==> src/hw/rtl/fmt_pkg.sv <==
// fault maturity tracker package: field widths, mode and register codes,
// the carry word passed along the cell chain and the saturating adder
// no dependencies
package fmt_pkg;

	localparam int NUM_FAULTS_DEF = 16;

	localparam int MODE_W  = 2;
	localparam int CODE_W  = 8;
	localparam int DELTA_W = 16;
	localparam int TIMER_W = 32;
	localparam int OCC_W   = 16;
	localparam int CFG_IDX_W = 1;

	// item modes
	localparam logic [MODE_W-1:0] MODE_TICK   = 2'd0;
	localparam logic [MODE_W-1:0] MODE_REPORT = 2'd1;
	localparam logic [MODE_W-1:0] MODE_CLEAR  = 2'd2;

	// configuration register indexes
	localparam logic [CFG_IDX_W-1:0] REG_MATURITY_THR = 1'd0;
	localparam logic [CFG_IDX_W-1:0] REG_RECOVERY_THR = 1'd1;

	// word handed from cell to cell: the item plus the gathered result
	typedef struct packed {
		logic               vld;
		logic [MODE_W-1:0]  mode;
		logic [CODE_W-1:0]  code;
		logic [DELTA_W-1:0] delta;
		logic               hit;
		logic               act;
		logic [TIMER_W-1:0] mat;
		logic [TIMER_W-1:0] rec;
		logic [OCC_W-1:0]   occ;
		logic               any;
	} fmt_carry_t;

	// timer plus elapsed time, saturating at all ones
	function automatic logic [TIMER_W-1:0] sat_add(input logic [TIMER_W-1:0] a,
			input logic [DELTA_W-1:0] d);
		logic [TIMER_W:0] s;
		s = {1'b0, a} + {{(TIMER_W+1-DELTA_W){1'b0}}, d};
		return s[TIMER_W] ? {TIMER_W{1'b1}} : s[TIMER_W-1:0];
	endfunction

endpackage

==> src/hw/rtl/fmt_cell.sv <==
// fault maturity tracker cell: holds one fault entry, applies the passing
// item to it and merges its status into the carry for the next cell
// depends on fmt_pkg
module fmt_cell import fmt_pkg::*; #(
	parameter int IDX = 0
) (
	input  logic       clk,
	input  logic       arst_n,
	input  logic       en,
	input  fmt_carry_t c_in,
	output fmt_carry_t c_out
);

	localparam logic [CODE_W-1:0] IDX_CODE = CODE_W'(IDX);

	logic               act_q, act_n;
	logic [TIMER_W-1:0] mat_q, mat_n;
	logic [TIMER_W-1:0] rec_q, rec_n;
	logic [OCC_W-1:0]   occ_q, occ_n;
	logic               own;
	fmt_carry_t         carry_q;

	assign own = c_in.hit && (c_in.code == IDX_CODE);

	// next entry state for the passing item
	always_comb begin
		act_n = act_q;
		mat_n = mat_q;
		rec_n = rec_q;
		occ_n = occ_q;
		case (c_in.mode)
			MODE_TICK: begin
				if (act_q) begin
					mat_n = sat_add(mat_q, c_in.delta);
				end else if (rec_q != '0 || occ_q != '0) begin
					rec_n = sat_add(rec_q, c_in.delta);
				end
			end
			MODE_REPORT: begin
				if (own) begin
					if (!act_q) begin
						if (occ_q != {OCC_W{1'b1}})
							occ_n = occ_q + OCC_W'(1);
						rec_n = '0;
					end
					act_n = 1'b1;
				end
			end
			MODE_CLEAR: begin
				if (own) begin
					act_n = 1'b0;
					mat_n = '0;
				end
			end
			default: begin
			end
		endcase
	end

	// entry state
	always_ff @(posedge clk or negedge arst_n) begin
		if (!arst_n) begin
			act_q <= 1'b0;
			mat_q <= '0;
			rec_q <= '0;
			occ_q <= '0;
		end else if (en && c_in.vld) begin
			act_q <= act_n;
			mat_q <= mat_n;
			rec_q <= rec_n;
			occ_q <= occ_n;
		end
	end

	// carry to the next cell, addressed cell drops its status in
	always_ff @(posedge clk or negedge arst_n) begin
		if (!arst_n) begin
			carry_q <= '0;
		end else if (en) begin
			carry_q.vld   <= c_in.vld;
			carry_q.mode  <= c_in.mode;
			carry_q.code  <= c_in.code;
			carry_q.delta <= c_in.delta;
			carry_q.hit   <= c_in.hit;
			carry_q.act   <= own ? act_n : c_in.act;
			carry_q.mat   <= own ? mat_n : c_in.mat;
			carry_q.rec   <= own ? rec_n : c_in.rec;
			carry_q.occ   <= own ? occ_n : c_in.occ;
			carry_q.any   <= c_in.any | act_n;
		end
	end

	assign c_out = carry_q;

	// a report leaves the entry active
	a_report_sets: assert property (@(posedge clk) disable iff (!arst_n)
		en && c_in.vld && own && c_in.mode == MODE_REPORT |=> act_q)
		else $error("reported fault not active");

	// a clear leaves the entry inactive with its maturity timer at zero
	a_clear_zeroes: assert property (@(posedge clk) disable iff (!arst_n)
		en && c_in.vld && own && c_in.mode == MODE_CLEAR |=> !act_q && mat_q == '0)
		else $error("cleared fault not reset");

	// an active entry has occurred at least once
	a_active_counted: assert property (@(posedge clk) disable iff (!arst_n)
		act_q |-> occ_q != '0)
		else $error("active fault with zero occurrences");

endmodule

==> config.mk <==
export PLATFORM = sky130hd
export DESIGN_NAME = fmt_cell
export DESIGN_NICKNAME = d
export VERILOG_FILES = /design/src/hw/rtl/fmt_pkg.sv /design/src/hw/rtl/fmt_cell.sv
export SDC_FILE = /design/constraint.sdc
export NUM_CORES = 1
export LEC_CHECK = 0
export BUFFER_PORTS_ARGS = -buffer_cell sky130_fd_sc_hd__buf_2
export CORE_ASPECT_RATIO = 1.75
export CORE_UTILIZATION = 42
export CTS_CLUSTER_SIZE = 12
export DETAILED_ROUTE_END_ITERATION = 16
export PLACE_DENSITY_LB_ADDON = 0.3
export SKIP_LAST_GASP = 1
export SLEW_MARGIN = 20
export SYNTH_ARGS = -nofsm -noshare
export SYNTH_HDL_FRONTEND = slang
export SYNTH_SLANG_ARGS = --single-unit
==> constraint.sdc <==
create_clock -name clk -period 6.8 [get_ports clk]
set_input_delay 0 -clock clk [delete_from_list [all_inputs] [get_ports clk]]
set_output_delay 0 -clock clk [all_outputs]
set_load 0.02 [all_outputs]
[Word level (Yosys, flattened, before mapping)]
Index checks and enable logic that the tools add are counted.
Storage, ports and cells
  memory bits (writable): 0
  ROM bits: 0
  register bits after elaboration: 191
  input bits: 113
  output and inout port bits: 110
  latch bits: 0
  memories kept: 0
  word-level logic and storage cells: 49
Operators by class
  magnitude comparators: 0
  shift operators: 0
  equality and inequality tests: 3
  add/sub/neg operators: 3
  multipliers: 0
  mux-type cells: 21
  bitwise operators: 1
  divide/modulo/power cells: 0
  reductions and logical operators: 7
Operator list (number)
  32-bit 2-to-1 mux: 10
  32-bit one-hot mux with 2 select lines: 2
  16-bit 2-to-1 mux: 5
  32-bit by 16-bit adder with 33-bit output: 2
  32-bit nonzero test: 1
  16-bit by 1-bit adder with 16-bit output (second input constant): 1
  16-bit inequality test (second input constant): 1
  16-bit nonzero test: 1
  8-bit logical NOT: 1
  1-bit 2-to-1 mux: 3
  2-bit by 1-bit equality test with 1-bit output (second input constant): 1
  2-bit equality test (second input constant): 1
  1-bit logical AND: 2
  2-bit logical NOT: 1
  1-bit one-hot mux with 2 select lines: 1
  1-bit logical OR: 1
  1-bit bitwise OR: 1

[Depth between registers and ports, before layout]
  depth in word-level cells: 6
  gate-level depth with buffers: 12

[Worst setup path after synthesis]
No wires, ideal clock.
  path type: reg2reg
  start: register rec_q[0]
  end: register carry_q (netlist bit c_out[47])
  arrival time: 2.692 ns
  period minus slack after synthesis: 2.821 ns
  path buffers: 2
  stages on the path, launching flop included: 12
  setup slack: 3.979 ns
  setup time: 0.129 ns
  required time: 6.671 ns
  cell sequence: dfrtp_1 -> ha_1 -> fa_1 -> a211oi_1 -> nor3b_2 -> o211ai_1 -> nand2_1 -> and3_1 -> buf_2 -> buf_6 -> a2111oi_2 -> o2bb2ai_1
On the way
  longest elaborated chain between the ends: 6
  elaborated cells between the ends (all ways): 8
  classes of those cells: add/sub: 1; mux: 5; reduce/logical: 2
Ends and longest elaborated chain
  start, declared: line fmt_cell.sv:18  | logic [TIMER_W-1:0] rec_q, rec_n;
  start signal, assigned: line fmt_cell.sv:70  | rec_q <= rec_n;
  32-bit by 16-bit adder with 33-bit output / 32-bit nonzero test (equally long branches): line fmt_pkg.sv:42, fmt_cell.sv:35
  32-bit 2-to-1 mux / 1-bit logical OR (equally long branches): line fmt_pkg.sv:43, fmt_cell.sv:35
  32-bit 2-to-1 mux (*): line fmt_cell.sv:35  | end else if (rec_q != '0 || occ_q != '0) begin
  32-bit 2-to-1 mux (*): line fmt_cell.sv:33  | if (act_q) begin
  32-bit one-hot mux with 2 select lines (*): line fmt_cell.sv:31  | case (c_in.mode)
  32-bit 2-to-1 mux (*): line fmt_cell.sv:87  | carry_q.rec <= own ? rec_n : c_in.rec;
  end, declared: line fmt_cell.sv:21  | fmt_carry_t carry_q;
Every way passes the cells marked *; elsewhere a longest branch is shown, timed or not.
A chain may end at the register's enable or synchronous reset.

[Final worst setup path]
  start: input port c_in[107] (netlist bit)
  end: register carry_q (netlist bit c_out[25])
On the way
  longest elaborated chain between the ends: 3
  elaborated cells between the ends (all ways): 4
  classes of those cells: eq/ne: 1; mux: 2; reduce/logical: 1
Ends and longest elaborated chain
  start, declared: line fmt_cell.sv:10  | input fmt_carry_t c_in,
  2-bit by 1-bit equality test with 1-bit output / 2-bit logical NOT (equally long branches): line fmt_cell.sv:31
  32-bit one-hot mux with 2 select lines (*): line fmt_cell.sv:31
  32-bit 2-to-1 mux (*): line fmt_cell.sv:87
Marked as above.

==> flow_summary.yaml <==
status:
  status: "finished clean"
sta:
  setup-violations-final: 0
  tightestPinTransition_ns: 0.951
  timing.final.crit_share: 0.526
  finalClockSkew_ns: 0.0105
  finalMaxSlewViolations: 0
  fmax_mhz: 280
  final_hold_viol_count: 0
  slew_headroom: 0.366
  rsz0062_at_grt: "no"
  setup_tns_ns: 0
  fin_crit_ns: 3.58
critical_path:
  path_cells: "dlygate4sd3_1 > buf_2 > inv_1 > ha_2 > buf_4 > inv_1 > nor2_2 > and3_1 > a221o_1 > nor2_1 > o2bb2ai_1"
  startpoint: "c_in[107]"
  worstPathRequired_ns: 7.18
  crit_top_cell: "inv_1"
  worst-path-buf-inv: 5
  critPathCaptureType: "flip-flop"
  path_delay_family: "buffers and inverters"
  reg2reg_depth: 10
  crit_slowest_cell: "and3_1"
  worst_setup_path_start_kind: "primary input"
  worstSetupPathType: "in -> reg"
  r2r_start: "rec_q[0]"
  worstPathArrival_ns: 3.95
  cp.depth: 11
  critPathMaxFanout: 61
  slowest_delay_ns: 0.85
yosys:
  synth_area_mm2: 0.0117
  synthDistinctLibCells: 79
  synth_edf_count: 0
  syn_avg_cell_area_um2: 8.85
  ys_ff_latch: 191
  async_flop_share: 1.00
  syn-num-nets: 1476
  ys_seq_area_frac: 0.408
  syn-instance-count: 1324
  yosysWarnings: 0
  synthFlopType: "dfrtp_1"
drt:
  drt_first_pass_iters: 5
  ant_nets: 0
  viasPerCell: 5.81
  first_iter_violations: 829
  vias: 11500
  wire_per_inst_um: 20.0
  wl_um: 39500
  drcViolationCount: 0
clock_network:
  htree_num_levels: 4
  ctsLongestPathBuffers: 2
  clkLatencyLatePin_ns: 0.46
  cts_made_buffers: 17
  cts_tree: "done"
  root_buffer: "clkbuf_16"
  cts.repair.resized: 0
  post-cts-setup-buffers: 0
  clkTransAtPathRegs_ns: 0.07
  cts_sinks: 191
die:
  die_area_mm2: 0.0286
  std_cell_rows: 80
  boundaryPins: 223
  die_h_um: 223
  dieWidth_um: 128
  start_util: 0.429
  design.core.area_mm2: 0.0273
grt:
  grt_max_degree: 86
  grt_pass1_vias: 11600
  grt_first_pass_wirelength_um: 62200
  grtUsageTotal: 0.284
  antenna_found_initial: 0
  grt_overflow: 0
layout:
  drive_gt1_frac: 0.207
  syn2layout_area_growth_pct: 25.7
  nNetsFinal: 1746
  final_cells: 1976
  diodes: 0
place:
  port_buffers: 222
  dp_hpwl_um: 26800
  dp.cells: 1838
  gp_congestion: 0.928
power:
  ir_drop_mv: 0.197
  p_leak_nw: 6.60
  powerDensity_mw_per_mm2: 261
run:
  timing.max_cap.violations: 0
worst_hold_path:
  worstHoldStart: "c_in[43]"
  holdPathStages: 4
  min_path_type: "in -> reg"
report_power, final:
| group | internal, mW | switching, mW |
|---|---|---|
| sequential | 1.29 | 0.163 |
| combinational | 0.554 | 0.782 |
| clock | 0.565 | 0.499 |
cell usage in the layout (no fill, tap or decap), types with 4 or more instances in the layout:
cell type,count
buf_2,220
dfrtp_1,191
nand2_1,157
o21ai_0,128
a21oi_1,125
dlygate4sd3_1,106
nor2_1,93
and3_1,40
xnor2_1,40
ha_1,36
a21o_1,33
mux2_2,32
nand3_1,26
a31oi_1,23
inv_1,22
or3_1,21
xor2_1,21
clkbuf_16,17
buf_4,16
nand4_1,15
o221ai_1,15
nor3_1,14
a211oi_1,13
mux2i_1,13
a221oi_1,12
nor4_1,11
o211ai_1,10
o2bb2ai_1,10
a221o_1,9
nand2b_1,8
and2_1,7
nor2b_1,7
o21a_1,6
o21ai_1,6
o31ai_1,6
a2111oi_2,5
and4_1,4
clkinv_4,4
routing by layer:
metal	track usage	wire length (um)	share of wire
met2	0.498	20000	0.51
met5	0	0	0
met4	0.150	1830	0.046
met1	0.330	15500	0.39
met3	0.0417	2110	0.054
sequential cells by signal, summed over array words and instances (netlist names):
register,flops
mat_q,32
c_out,110
occ_q,16
act_q,1
rec_q,32
worst min-delay path, stage by stage:
cell and delay, ns:
buf_2 0.07, or3_1 0.11, o21ai_0 0.11, a31oi_1 0.15
layout make-up:
class	count	area (um^2)
fill	2503	12600
multi-input combinational	1018	6500
sequential	191	4780
timing repair buffer	343	2300
tap	369	462
clock buffer	18	439
clock inverter	14	175
inverter	23	86.3
what timing repair did:
action                                  in CTS  in global routing
endpoints found under the setup margin       0                  0
endpoints found under the hold margin      171                  0
hold buffers                               106                  0
metrics by stage:
step	cell area, um^2	total power [mW]	utilization	hold slack, ns	setup slack [ns]
4_1_cts	14700	3.86	0.539	0.0158	3.31
3_3_place_gp	13100	2.71	0.478	0.0514	3.46
6_report	14700	3.85	0.539	0.0347	3.22
2_1_floorplan	11700	2.36	-	-0.296	3.98
5_1_grt	14700	4.08	0.539	0.0617	3.03
3_5_place_dp	13100	2.74	0.478	0.0573	3.35
cells in the mapped netlist, types with 3 or more instances:
cell | number | area (um^2)
a311o_1 | 3 | 30.0
xnor2_1 | 40 | 350
clkbuf_1 | 76 | 285
a2111oi_2 | 5 | 75.1
a311oi_1 | 3 | 26.3
a21o_1 | 33 | 248
dfrtp_1 | 191 | 4780
nor2_1 | 93 | 349
nand2b_1 | 8 | 50.1
o211ai_1 | 10 | 75.1
o21ai_1 | 6 | 30.0
mux2_2 | 32 | 360
o2111ai_1 | 3 | 26.3
a31oi_1 | 23 | 144
a21oi_2 | 3 | 26.3
o221ai_1 | 15 | 131
ha_1 | 37 | 463
o21a_1 | 6 | 45.0
mux2i_1 | 14 | 140
nor2b_1 | 7 | 43.8
nand4_1 | 15 | 93.8
and4_1 | 4 | 35.0
o2bb2ai_1 | 10 | 87.6
a221o_1 | 9 | 90.1
nor4_1 | 11 | 68.8
a221oi_1 | 12 | 105
inv_1 | 23 | 86.3
o21bai_1 | 3 | 22.5
nand2_1 | 158 | 593
o21ai_0 | 128 | 641
and2_1 | 7 | 43.8
a2111oi_0 | 3 | 26.3
xor2_1 | 21 | 184
nand3_1 | 27 | 135
and3_1 | 41 | 257
or3_1 | 21 | 131
or2_2 | 3 | 18.8
a21oi_1 | 125 | 626
o31ai_1 | 6 | 45.0
a211oi_1 | 13 | 97.6
buf_2 | 13 | 65.1
nor3_1 | 14 | 70.1
kinds of logic (layout without fill, tap and decap cells):
family / Yosys count / count (layout) / share of synthesized area
compound gates: 449 / 449 / 0.249
simple gates: 422 / 422 / 0.172
flops: 191 / 191 / 0.408
buf+inv: 115 / 398 / 0.0389
xor+xnor: 61 / 61 / 0.0456
mux: 47 / 47 / 0.0437
fa+ha+maj: 39 / 39 / 0.0429
worst paths after layout:
path	to	slack [ns]
max reg2reg	c_out[19]	3.42
min in group asynchronous	c_out[102]	0.11
min reg2reg	c_out[60]	0.48
max in group asynchronous	c_out[40]	5.36
max	c_out[25]	3.22
min	c_out[43]	0.03
Note: power is estimated with default switching activity, not from simulation.
